## src/design/ofe_pkg.sv

```systemverilog
// ofe_pkg: shared widths, reset values and status codes for the off-axis
// frustum extents block. No dependencies; every other file imports it.
`timescale 1ns / 1ps

package ofe_pkg;

   localparam int IN_W          = 24;
   localparam int NEAR_W        = 23;
   localparam int STATUS_W      = 2;
   localparam int FRAC_BITS_DEF = 16;

   localparam logic [NEAR_W-1:0] NEAR_RESET = NEAR_W'(655);

   typedef enum logic [STATUS_W-1:0] {
      STATUS_OK     = 2'd0,
      STATUS_BEHIND = 2'd1,
      STATUS_DEGEN  = 2'd2
   } status_type;

endpackage

```

## src/design/ofe_isqrt.sv

```systemverilog
// ofe_isqrt: pipelined floor square root, one root bit per register stage,
// several lanes in lockstep with a sideband word. Depends on ofe_pkg.
`timescale 1ns / 1ps

module ofe_isqrt import ofe_pkg::*; #(
   parameter int LANES = 1,
   parameter int XW    = 52,
   parameter int SBW   = 1
) (
   input  logic              clock,
   input  logic              reset,
   input  logic              en,
   input  logic              in_valid,
   input  logic [XW-1:0]     in_x [LANES],
   input  logic [SBW-1:0]    in_sb,
   output logic              out_valid,
   output logic [XW/2-1:0]   out_root [LANES],
   output logic [SBW-1:0]    out_sb
);

   localparam int RW = XW / 2;

   logic           valid_ff [RW];
   logic [SBW-1:0] sb_ff    [RW];
   logic [XW-1:0]  x_ff     [RW-1][LANES];
   logic [RW+1:0]  rem_ff   [RW][LANES];
   logic [RW-1:0]  root_ff  [RW][LANES];

   for (genvar k = 0; k < RW; k++) begin : g_stage
      logic           src_valid;
      logic [SBW-1:0] src_sb;
      logic [XW-1:0]  src_x    [LANES];
      logic [RW+1:0]  src_rem  [LANES];
      logic [RW-1:0]  src_root [LANES];

      if (k == 0) begin : g_first
         assign src_valid = in_valid;
         assign src_sb    = in_sb;
         for (genvar l = 0; l < LANES; l++) begin : g_lane
            assign src_x[l]    = in_x[l];
            assign src_rem[l]  = '0;
            assign src_root[l] = '0;
         end
      end else begin : g_next
         assign src_valid = valid_ff[k-1];
         assign src_sb    = sb_ff[k-1];
         for (genvar l = 0; l < LANES; l++) begin : g_lane
            assign src_x[l]    = x_ff[k-1][l];
            assign src_rem[l]  = rem_ff[k-1][l];
            assign src_root[l] = root_ff[k-1][l];
         end
      end

      always_ff @(posedge clock) begin
         if (reset) begin
            valid_ff[k] <= 1'b0;
         end else if (en) begin
            valid_ff[k] <= src_valid;
         end
      end

      always_ff @(posedge clock) begin
         if (en) begin
            sb_ff[k] <= src_sb;
         end
      end

      for (genvar l = 0; l < LANES; l++) begin : g_lane_step
         logic [RW+3:0] t;
         logic [RW+3:0] trial;
         logic          ge;
         logic [RW+1:0] rem_in;
         logic [RW-1:0] root_in;

         always_comb begin
            t       = {src_rem[l], src_x[l][XW-1 -: 2]};
            trial   = (RW+4)'({src_root[l], 2'b01});
            ge      = (t >= trial);
            rem_in  = ge ? (RW+2)'(t - trial) : (RW+2)'(t);
            root_in = {src_root[l][RW-2:0], ge};
         end

         always_ff @(posedge clock) begin
            if (en) begin
               rem_ff[k][l]  <= rem_in;
               root_ff[k][l] <= root_in;
            end
         end

         if (k < RW-1) begin : g_xreg
            always_ff @(posedge clock) begin
               if (en) begin
                  x_ff[k][l] <= src_x[l] << 2;
               end
            end
         end
      end
   end

   assign out_valid = valid_ff[RW-1];
   assign out_sb    = sb_ff[RW-1];
   for (genvar l = 0; l < LANES; l++) begin : g_out
      assign out_root[l] = root_ff[RW-1][l];
   end

endmodule

```

## config.mk

```make
export PLATFORM = sky130hd
export DESIGN_NAME = ofe_isqrt
export DESIGN_NICKNAME = d
export VERILOG_FILES = /design/src/design/ofe_pkg.sv /design/src/design/ofe_isqrt.sv
export SDC_FILE = /design/constraint.sdc
export NUM_CORES = 2
export LEC_CHECK = 0
export BUFFER_PORTS_ARGS = -buffer_cell sky130_fd_sc_hd__buf_2
export CORE_ASPECT_RATIO = 1.75
export CORE_MARGIN = 2
export CORE_UTILIZATION = 40
export DETAILED_ROUTE_END_ITERATION = 6
export PLACE_DENSITY = 0.59
export SLEW_MARGIN = 5
export SYNTH_ARGS = -nofsm -noshare
export SYNTH_HDL_FRONTEND = slang
export SYNTH_SLANG_ARGS = --single-unit
```

## constraint.sdc

```tcl
create_clock -name clock -period 6.65 [get_ports clock]
set_input_delay 0.3325 -clock clock [delete_from_list [all_inputs] [get_ports clock]]
set_output_delay 0.3325 -clock clock [all_outputs]
set_load 0.01 [all_outputs]
```

==> metrics.yaml <==
clkSinkCount: 1715
relSlewSlack_pct: 22.9
die_area_um2: 200000
nets: 6617
cpMaxStageDelayCell: "a21boi_0"
setup_tns_ns: 0
htree_levels: 4
post-place-ws_ns: 2.14
synthArstFlopShare_pct: 0
peakVddDrop_v: 0.000290
outcome: "complete, no violations"
wl_per_cell_um: 18.8
synthMuxAreaShare_pct: 1.23
synth_edf_count: 1715
cts_tree: "built"
swShare_pct: 27.1
worstHoldPathCells: 1
setup_violations: 0
yosys_warnings: 0
start_util_pct: 40.2
drt_iter0_markers: 2034
synth_top_family_by_area: "simple AND/OR/NAND/NOR gates"
maxCapViolCount: 0
cts_inserted_buffers: 170
p_switching_w: 0.00788
path_cells: "ha_1 > and3_1 > and3_1 > a21boi_0 > o21bai_1 > a31oi_1 > o21bai_1 > a31oi_1 > nor2_2 > buf_4 > mux2_2"
final-hold-violation-count: 0
insertion_delay_ns: 0.83
setup_slack_ns: 2.13
finalCritPeriodShare_pct: 68.0
ys_seq_elements: 1715
ctsRootBufferMaster: "clkbuf_16"
crit_path_start_kind: "register"
p_seq_share_pct: 49.3
path_max_fanout: 21
die_y_um: 590
path_clk_slew_ns: 0.06
io_pins: 85
overflow: 0
combPwrFrac_pct: 18.2
criticalPathCategory: "register to register"
dp.final_hpwl_mm: 123
post_cts_buffers: 0
rsz0062_at_grt: "no"
synth_cell_types: 93
p_per_area_nw_per_um2: 329
area_growth_pct: 12.4
drive_above_1_share_pct: 8.10
die_w_um: 339
skew_ns: 0.0861
worst-slew-pin-transition_ns: 1.15
intPower_w: 0.0212
drc: 0
antenna_found_initial: 3
regToRegStartpoint: "rem_ff[19][6]$_DFFE_PP_"
crit_required_ns: 7.17
fp.coreArea_um2: 196000
fp-row-count: 215
postRouteAntennaNets: 0
clockBufferDepth: 4
reg2reg_depth: 11
cellLeakagePower_nw: 33.5
max_stage_delay_ns: 0.60
drv_slew: 0
synth_simple_gate_area_share_pct: 9.58
syn-num-nets: 6354
min_to: "x_ff[0][14]$_DFFE_PP_"
syn_area_um2: 78600
yosys.area_share.adder_pct: 6.03
grt_pass1_wl_mm: 256
grtUsageTotal_pct: 16.4
max_freq_ghz: 0.221
gp_congestion: 0.996
wirelength_mm: 168
dr_total_vias: 46200
ys_seq_area_share_pct: 65.5
worst_hold_path_type: "input port to register"
rr_endpoint: "rem_ff[20][17]$_DFFE_PP_"
worstPathArrival_ns: 5.04
grt_max_degree: 169
synth_compound_area_share_pct: 8.88
first_global_vias: 48200
port_buffers: 84
endpoint_kind: "register"
firstDrtPassIters: 5
r2r_slack_ns: 2.13
clkPwrFrac_pct: 32.5
viasPerCell: 5.18
synth-main-ff-cell: "edfxtp_1"
synthCells: 5918
fin_crit_ns: 4.52
avgSynthCellArea_um2: 13.3
synth_xor_area_share_pct: 6.03
hold_start: "en"
## worst max path at each step
stage                          endpoint                    start  slack (ns)  cells past startpoint
3_3_place_gp    rem_ff[20][6]$_DFFE_PP_  rem_ff[19][5]$_DFFE_PP_        2.18                     11
3_5_place_dp    rem_ff[20][6]$_DFFE_PP_  rem_ff[19][5]$_DFFE_PP_        2.14                     11
5_1_grt        rem_ff[20][15]$_DFFE_PP_  rem_ff[19][6]$_DFFE_PP_        1.96                     11
6_report       rem_ff[20][17]$_DFFE_PP_  rem_ff[19][6]$_DFFE_PP_        2.13                     11
2_1_floorplan  rem_ff[20][16]$_DFFE_PP_  rem_ff[19][6]$_DFFE_PP_        3.48                     11
4_1_cts        rem_ff[20][15]$_DFFE_PP_  rem_ff[19][6]$_DFFE_PP_        2.09                     11
## cell usage after synthesis (33+ instances only)
| library cell | instances | area share [%] |
|---|---|---|
| o31ai_1 | 43 | 0.41 |
| inv_1 | 468 | 2.2 |
| edfxtp_1 | 1715 | 66 |
| nand2_1 | 381 | 1.8 |
| a31oi_1 | 33 | 0.26 |
| a21o_1 | 135 | 1.3 |
| nor4_1 | 81 | 0.64 |
| or3_1 | 46 | 0.37 |
| nand4_1 | 56 | 0.45 |
| clkbuf_1 | 79 | 0.38 |
| o21ai_0 | 240 | 1.5 |
| nand3_1 | 111 | 0.71 |
| a21oi_1 | 363 | 2.3 |
| nand2b_1 | 63 | 0.50 |
| xor2_1 | 280 | 3.1 |
| ha_1 | 379 | 6.0 |
| and2_1 | 41 | 0.33 |
| nor2b_1 | 55 | 0.44 |
| mux2_2 | 76 | 1.1 |
| nor3_1 | 163 | 1.0 |
| nor2_1 | 357 | 1.7 |
| xnor2_1 | 261 | 2.9 |
| o21a_1 | 74 | 0.71 |
## state kept, by name, summed over array words and instances, names as in the netlist
name / cells
valid_ff: 26
rem_ff: 662
root_ff: 351
sb_ff: 26
x_ff: 650
## routing by layer
metal	routed length, µm	GRT usage (%)
met1	48100	12.5
met2	103000	36.1
met3	4280	1.97
met4	11900	10.9
met5	0	0
## layout make-up
cell class / count / area (µm²)
fill: 17500 / 107000
timing repair buffer: 188 / 1450
clock buffer: 201 / 4460
tap: 2604 / 3260
inverter: 471 / 1770
antenna: 7 / 17.5
clock inverter: 97 / 916
sequential: 1715 / 51500
multi-input combinational: 3635 / 25000
## timing repair
item	4_1_cts	5_1_grt
hold buffers	55	0
resized for setup	0	0
hold endpoints to repair	55	0
## cell usage in the layout (no fill, tap or decap), types with 42 or more instances in the layout
master         Yosys  layout
clkinv_1           0      42
o21ai_0          240     240
o31ai_1           43      43
edfxtp_1        1715    1715
buf_2             10      83
nor4_1            81      81
nor2b_1           55      54
dlygate4sd3_1      0      55
clkbuf_16          0     174
nand3_1          111     111
ha_1             379     379
nand4_1           56      56
xor2_1           280     280
nand2_1          381     381
o21a_1            74      74
nand2b_1          63      63
or3_1             46      46
nor3_1           163     162
nor2_1           357     356
xnor2_1          261     261
a21oi_1          363     363
a21o_1           135     135
inv_1            468     468
mux2_2            76      76
## metrics by stage
| step | instances | hold slack (ns) | cell area [µm²] | utilization (%) | power [W] |
|---|---|---|---|---|---|
| 2_1_floorplan | 5918 | 0.400 | 78600 | - | 0.0180 |
| 3_3_place_gp | 8558 | 0.400 | 82400 | 42.2 | 0.0197 |
| 3_5_place_dp | 8558 | 0.405 | 82400 | 42.2 | 0.0198 |
| 4_1_cts | 8911 | 0.0519 | 88400 | 45.2 | 0.0294 |
| 5_1_grt | 8918 | 0.0830 | 88400 | 45.2 | 0.0304 |
| 6_report | 8918 | 0.0858 | 88400 | 45.2 | 0.0290 |
## critical path: cells and delay by family (launching register included)
family          cells  cell delay (ns)
flops               1             0.40
compound gates      5             2.03
fa+ha+maj           1             0.38
simple gates        3             0.84
mux                 1             0.31
buf+inv             1             0.25
## cells by family (layout without fill, tap and decap cells)
group / count (synthesis) / count (layout)
flops: 1715 / 1715
buf+inv: 568 / 957
fa+ha+maj: 379 / 379
xor+xnor: 541 / 541
compound gates: 1112 / 1112
simple gates: 1515 / 1515
mux: 87 / 87
other cells: 1 / 8
## power groups by stage
stage	registers [W]	logic [W]	clock network, W
2_1_floorplan	0.0142	0.00379	0
3_3_place_gp	0.0145	0.00514	0
3_5_place_dp	0.0146	0.00525	0
4_1_cts	0.0143	0.00530	0.00977
5_1_grt	0.0144	0.00584	0.0101
6_report	0.0143	0.00527	0.00945
(Power assumes the default switching activity.)
