`src/design/ofe_pkg.sv`:
```
// ofe_pkg: shared widths, reset values and status codes for the off-axis
// frustum extents block. No dependencies; every other file imports it.
`timescale 1ns / 1ps

package ofe_pkg;

   localparam int IN_W          = 24;
   localparam int NEAR_W        = 23;
   localparam int STATUS_W      = 2;
   localparam int FRAC_BITS_DEF = 16;

   localparam logic [NEAR_W-1:0] NEAR_RESET = NEAR_W'(655);

   typedef enum logic [STATUS_W-1:0] {
      STATUS_OK     = 2'd0,
      STATUS_BEHIND = 2'd1,
      STATUS_DEGEN  = 2'd2
   } status_type;

endpackage

```
`src/design/ofe_div.sv`:
```
// ofe_div: pipelined signed-by-positive divider, truncating, one quotient bit
// per stage and a final sign/saturate stage. Depends on ofe_pkg.
`timescale 1ns / 1ps

module ofe_div import ofe_pkg::*; #(
   parameter int LANES = 1,
   parameter int NW    = 53,
   parameter int DW    = 28,
   parameter int QW    = 23,
   parameter int SBW   = 1
) (
   input  logic               clock,
   input  logic               reset,
   input  logic               en,
   input  logic               in_valid,
   input  logic signed [NW-1:0] in_num [LANES],
   input  logic [DW-1:0]      in_den [LANES],
   input  logic [SBW-1:0]     in_sb,
   output logic               out_valid,
   output logic signed [QW:0] out_quo [LANES],
   output logic [SBW-1:0]     out_sb
);

   localparam logic signed [QW:0] QMAX = {1'b0, {QW{1'b1}}};
   localparam logic signed [QW:0] QMIN = {1'b1, {QW{1'b0}}};

   logic           valid_ff [QW];
   logic [SBW-1:0] sb_ff    [QW];
   logic [QW-1:0]  q_ff     [QW][LANES];
   logic           neg_ff   [QW][LANES];
   logic           ovf_ff   [QW][LANES];
   logic [DW-1:0]  rem_ff   [QW-1][LANES];
   logic [QW-1:0]  low_ff   [QW-1][LANES];
   logic [DW-1:0]  den_ff   [QW-1][LANES];

   logic               fin_valid_ff;
   logic [SBW-1:0]     fin_sb_ff;
   logic signed [QW:0] quo_ff [LANES];

   for (genvar k = 0; k < QW; k++) begin : g_stage
      logic           src_valid;
      logic [SBW-1:0] src_sb;
      logic [DW-1:0]  src_rem [LANES];
      logic [QW-1:0]  src_low [LANES];
      logic [DW-1:0]  src_den [LANES];
      logic [QW-1:0]  src_q   [LANES];
      logic           src_neg [LANES];
      logic           src_ovf [LANES];

      if (k == 0) begin : g_first
         assign src_valid = in_valid;
         assign src_sb    = in_sb;
         for (genvar l = 0; l < LANES; l++) begin : g_lane
            logic [NW-1:0] mag;
            logic [NW-1:0] hi;
            always_comb begin
               mag        = in_num[l][NW-1] ? NW'(-in_num[l]) : NW'(in_num[l]);
               hi         = mag >> QW;
               src_neg[l] = in_num[l][NW-1];
               // quotient would not fit in QW bits
               src_ovf[l] = (hi >= NW'(in_den[l]));
               src_rem[l] = hi[DW-1:0];
               src_low[l] = mag[QW-1:0];
               src_den[l] = in_den[l];
               src_q[l]   = '0;
            end
         end
      end else begin : g_next
         assign src_valid = valid_ff[k-1];
         assign src_sb    = sb_ff[k-1];
         for (genvar l = 0; l < LANES; l++) begin : g_lane
            assign src_rem[l] = rem_ff[k-1][l];
            assign src_low[l] = low_ff[k-1][l];
            assign src_den[l] = den_ff[k-1][l];
            assign src_q[l]   = q_ff[k-1][l];
            assign src_neg[l] = neg_ff[k-1][l];
            assign src_ovf[l] = ovf_ff[k-1][l];
         end
      end

      always_ff @(posedge clock) begin
         if (reset) begin
            valid_ff[k] <= 1'b0;
         end else if (en) begin
            valid_ff[k] <= src_valid;
         end
      end

      always_ff @(posedge clock) begin
         if (en) begin
            sb_ff[k] <= src_sb;
         end
      end

      for (genvar l = 0; l < LANES; l++) begin : g_lane_step
         logic [DW:0]   t;
         logic [DW:0]   den_x;
         logic          ge;
         logic [QW-1:0] q_in;

         always_comb begin
            t     = {src_rem[l], src_low[l][QW-1]};
            den_x = {1'b0, src_den[l]};
            ge    = (t >= den_x);
            q_in  = {src_q[l][QW-2:0], ge};
         end

         always_ff @(posedge clock) begin
            if (en) begin
               q_ff[k][l]   <= q_in;
               neg_ff[k][l] <= src_neg[l];
               ovf_ff[k][l] <= src_ovf[l];
            end
         end

         if (k < QW-1) begin : g_carry
            always_ff @(posedge clock) begin
               if (en) begin
                  rem_ff[k][l] <= ge ? DW'(t - den_x) : DW'(t);
                  low_ff[k][l] <= src_low[l] << 1;
                  den_ff[k][l] <= src_den[l];
               end
            end
         end
      end
   end

   always_ff @(posedge clock) begin
      if (reset) begin
         fin_valid_ff <= 1'b0;
      end else if (en) begin
         fin_valid_ff <= valid_ff[QW-1];
      end
   end

   always_ff @(posedge clock) begin
      if (en) begin
         fin_sb_ff <= sb_ff[QW-1];
      end
   end

   for (genvar l = 0; l < LANES; l++) begin : g_fin
      logic signed [QW:0] quo_in;
      logic signed [QW:0] mag_s;
      always_comb begin
         mag_s = $signed({1'b0, q_ff[QW-1][l]});
         if (ovf_ff[QW-1][l]) begin
            quo_in = neg_ff[QW-1][l] ? QMIN : QMAX;
         end else begin
            quo_in = neg_ff[QW-1][l] ? -mag_s : mag_s;
         end
      end
      always_ff @(posedge clock) begin
         if (en) begin
            quo_ff[l] <= quo_in;
         end
      end
      assign out_quo[l] = quo_ff[l];
   end

   assign out_valid = fin_valid_ff;
   assign out_sb    = fin_sb_ff;

endmodule

```
`config.mk`:
```
export PLATFORM = sky130hd
export DESIGN_NAME = ofe_div
export DESIGN_NICKNAME = d
export VERILOG_FILES = /design/src/design/ofe_pkg.sv /design/src/design/ofe_div.sv
export SDC_FILE = /design/constraint.sdc
export NUM_CORES = 2
export LEC_CHECK = 0
export BUFFER_PORTS_ARGS = -buffer_cell sky130_fd_sc_hd__buf_2
export CAP_MARGIN = 20
export CORE_MARGIN = 2
export CORE_UTILIZATION = 58
export DETAILED_ROUTE_END_ITERATION = 8
export PLACE_DENSITY = 0.78
export SLEW_MARGIN = 20
export SYNTH_ARGS = -nofsm -noshare
export SYNTH_HDL_FRONTEND = slang
export SYNTH_SLANG_ARGS = --single-unit
```
`constraint.sdc`:
```
create_clock -name clock -period 5.3 [get_ports clock]
set_input_delay 0.53 -clock clock [delete_from_list [all_inputs] [get_ports clock]]
set_output_delay 0.53 -clock clock [all_outputs]
set_load 0.05 [all_outputs]
```
==> results.txt <==
Fin crit period: 5.06 ns
Reg2Reg Depth: 14
GRT Total Usage: 24.9%
Max-slew violation count: 0
Status: finished, final reports clean
Sink Count: 1,879
Launch point of the worst hold path: in_num[7]
Die area: 174,000 um2
Hold Slack: 0.0662 ns
Number of global-route vias before repair: 62,360
Width of the die: 417 um
Worst Path Required: 5.88 ns
Root Driver: clkbuf_16
Num CTS Buffers: 191
CP peak stage delay: 0.59 ns
DRC Markers: 0
Maxcap violations: 0
Dpl hpwl: 165,000 um
Via count: 64,225
R2R setup slack: 0.90 ns
Placement Cell Area: 103,000 um2
Hold Path Cell Cnt: 2
Commonest register cell after synthesis: edfxtp_1
Worst Tran Pin Value: 0.994 ns
Hold EP: low_ff[0][7]$_DFFE_PP_
Final hold vios: 0
PortBufs: 111
Critical R2R Capture: rem_ff[1][19]$_DFFE_PP_
Post-Synth Simple-Gate Area: 8.27%
Most frequent CP cell: or4_4
Asr flop ratio synth: 0%
Worst-path clk slew: 0.06 ns
Drt pass-1 iters: 6
Clk_skew: 0.0385 ns
Netlist cell types: 86
DR vias/cell: 5.88
Final net count: 9,326
Clock Tree Buf Depth: 3
Row Count: 151
Multi-input gate area: 38,900 um2
Layout cells sized above 1: 11.2%
Worst setup SP type: primary input
Largest net degree at the start of global routing: 165
Arr. time, crit path: 5.64 ns
Period utilisation layout: 95.5%
Adder-Cell Fraction of Synth Area: 8.98%
Largest family of logic cells by synthesized area: compound AO/OA/AOI/OAI gates
Placer Congestion: 1.00
Max VDD drop: 0.000403 V
Post-route ant nets: 0
CTS tree: yes
Slowest-stage cell, CP: or4_4
RSZ-0062 raised after global routing: false
IO Pins: 112
Leakage: 44.9 nW
Clock Latency Late Sink: 0.86 ns
Post-CTS setup buffers: 0
DRT iter0 DRCs: 5,598
Mapped Area: 98,800 um2
Synth Net Count: 8,953
# fillers: 12,609
GR Overflow Total: 0
Synth Area in Compound Gates: 13.1%
Critical Path End Type: flop
Reg-to-reg critical path startpoint: den_ff[0][29]$_DFFE_PP_
Multiplexer share of the synthesized area: 4.04%
Fin util: 64.9%
Register Area: 56,400 um2
Drt wl/cell: 20.0 um
Worst Path Max Fanout: 15
Setup violators final: 0
CP Cell Sequence: buf_2 > or4_4 > nor4_4 > nor4b_4 > buf_4 > nand3b_1 > or4_4 > or4_4 > buf_4 > o21ai_0 > xnor2_1 > ha_1 > and2_1 > o21ai_1 > o311ai_1 > a21o_1 > a211oi_4 > buf_12 > mux2_2
Mapped Cells: 8,171
Number of synthesized flops with an enable pin: 1,878
Htree depth: 4
#FFs+latches synth: 1,879
CORE AREA: 169,000 um2
Power per cell area: 591 nW/um2
Initial core utilization: 58.4%
XOR/XNOR Fraction of Synth Area: 4.75%
Crit Path Class: in2reg
Slew HR: 33.1%
HP Class: in2reg
Syn_area_per_cell: 12.1 um2
Final Routed Wirelength: 219,000 um
Global-route wire length before repair: 339,000 um
Area growth, synth to finish: 11.1%
Post-synthesis sequential area ratio: 57.1%
Post-route cell area: 110,000 um2
Highest clock rate: 198 MHz
Synthesis Warnings: 0
Height of the die: 417 um
Initial antenna violation count: 13
-- critical path: cells and delay by family --
kind	cells	cell delay [ns]
AND/OR/NAND/NOR	7	2.54
multiplexers	1	0.35
XOR/XNOR	1	0.18
adder cells (fa/ha/maj)	1	0.30
AO/OA/AOI/OAI	5	1.07
buffers and inverters	4	0.66
-- cells in the mapped netlist (17+ instances only) --
cell type | number | share of area (%)
a21boi_0 | 32 | 0.24
buf_1 | 17 | 0.065
inv_1 | 827 | 3.1
or3_1 | 35 | 0.22
o21bai_1 | 76 | 0.58
xnor2_1 | 332 | 2.9
or2_2 | 36 | 0.23
ha_1 | 674 | 8.5
a211o_1 | 23 | 0.20
fa_1 | 22 | 0.45
o21a_1 | 76 | 0.58
nand4_1 | 77 | 0.49
o211ai_1 | 34 | 0.26
and4_1 | 17 | 0.15
nor3_1 | 87 | 0.44
and2_1 | 50 | 0.32
nand2b_1 | 115 | 0.73
edfxtp_1 | 1878 | 57
and3_1 | 58 | 0.37
o21ai_0 | 493 | 2.5
mux2_2 | 311 | 3.5
nand3_1 | 107 | 0.54
nand2_1 | 545 | 2.1
mux2i_1 | 38 | 0.39
clkbuf_1 | 138 | 0.52
o31ai_1 | 60 | 0.46
a211oi_1 | 49 | 0.37
a21oi_1 | 548 | 2.8
nor2b_1 | 80 | 0.51
nor2_1 | 378 | 1.4
a2111oi_0 | 17 | 0.15
xor2_1 | 204 | 1.8
nor4_1 | 32 | 0.20
a21o_1 | 360 | 2.7
a31oi_1 | 70 | 0.44
-- worst max path at each step --
stage                from                 endpoint  slack (ns)
6_report       in_num[15]  rem_ff[0][25]$_DFFE_PP_        0.24
3_5_place_dp   in_num[15]   rem_ff[0][5]$_DFFE_PP_       -0.61
4_1_cts         in_num[0]   rem_ff[0][5]$_DFFE_PP_        0.27
3_3_place_gp   in_num[15]   rem_ff[0][3]$_DFFE_PP_       -0.52
5_1_grt         in_num[0]   rem_ff[0][5]$_DFFE_PP_        0.05
2_1_floorplan  in_num[15]  rem_ff[0][17]$_DFFE_PP_        0.02
-- cell type report --
class	count	share of cell area (%)
multi-input combinational	5305	35.4
timing repair buffer	339	2.41
antenna	3	0.00684
tap	2218	2.53
clock inverter	126	0.975
clock buffer	227	4.48
sequential	1879	51.4
inverter	828	2.83
-- sequential cells by signal, indices dropped and copies added (netlist names) --
| register | count |
|---|---|
| den_ff | 616 |
| low_ff | 253 |
| neg_ff | 23 |
| out_sb | 1 |
| out_valid | 1 |
| ovf_ff | 23 |
| q_ff | 276 |
| quo_ff | 24 |
| rem_ff | 616 |
| sb_ff | 23 |
| valid_ff | 23 |
-- cell families (layout without fill, tap and decap cells) --
kind of cell	Yosys count	in the layout
mux	359	359
xor+xnor	536	536
flops	1879	1879
buf+inv	987	1520
compound gates	2031	2031
other cells	0	3
fa+ha+maj	696	696
simple gates	1683	1683
-- report_power, final --
part	switching (W)	internal [W]
Combinational	0.0159	0.0126
Clock	0.00566	0.00715
Sequential	0.00210	0.0215
-- through the flow --
stage	std cells	setup slack [ns]	total power, W	setup TNS [ns]
after floorplan	8171	0.0163	0.0441	0
after global routing	10923	0.0454	0.0690	0
after CTS	10921	0.275	0.0648	0
final	10925	0.239	0.0649	0
after detailed placement	10536	-0.608	0.0517	-16.23
after global placement	10536	-0.521	0.0510	-14.12
-- layer usage --
layer | vias to the layer above | routed length (um) | global-route usage, % | part of all wire [%]
met5 | - | 66 | 0 | 0.030
met4 | 10 | 9080 | 10.3 | 4.2
met3 | 480 | 12900 | 3.95 | 5.9
met2 | 2013 | 105000 | 41.5 | 48
met1 | 30773 | 92000 | 32.6 | 42
li1 | 30949 | - | - | -
-- repair_timing --
item | CTS | global route
hold endpoints to repair | 32 | 0
resized for setup | 0 | 1
hold buffers | 32 | 0
endpoints found under the setup margin | 0 | 15
-- cells in the final DEF, fill, tap and decap left out, drive strengths merged, types with 32 or more instances in the layout --
cell type	n
nand2b	115
inv	835
buf	307
nand2	545
and3	58
clkinv	94
a211oi	50
or2	37
dlygate4sd3	32
a31oi	70
clkbuf	227
o21ai	498
xnor2	332
nand3	108
ha	674
o21bai	76
or3	35
nor2	378
nand4	77
o31ai	61
a21oi	548
o21a	76
a21boi	32
nor3	87
mux2	321
a21o	360
edfxtp	1878
xor2	204
o211ai	34
and2	52
nor2b	80
mux2i	38
nor4	33
No activity file was read; power rests on OpenSTA's default activity.
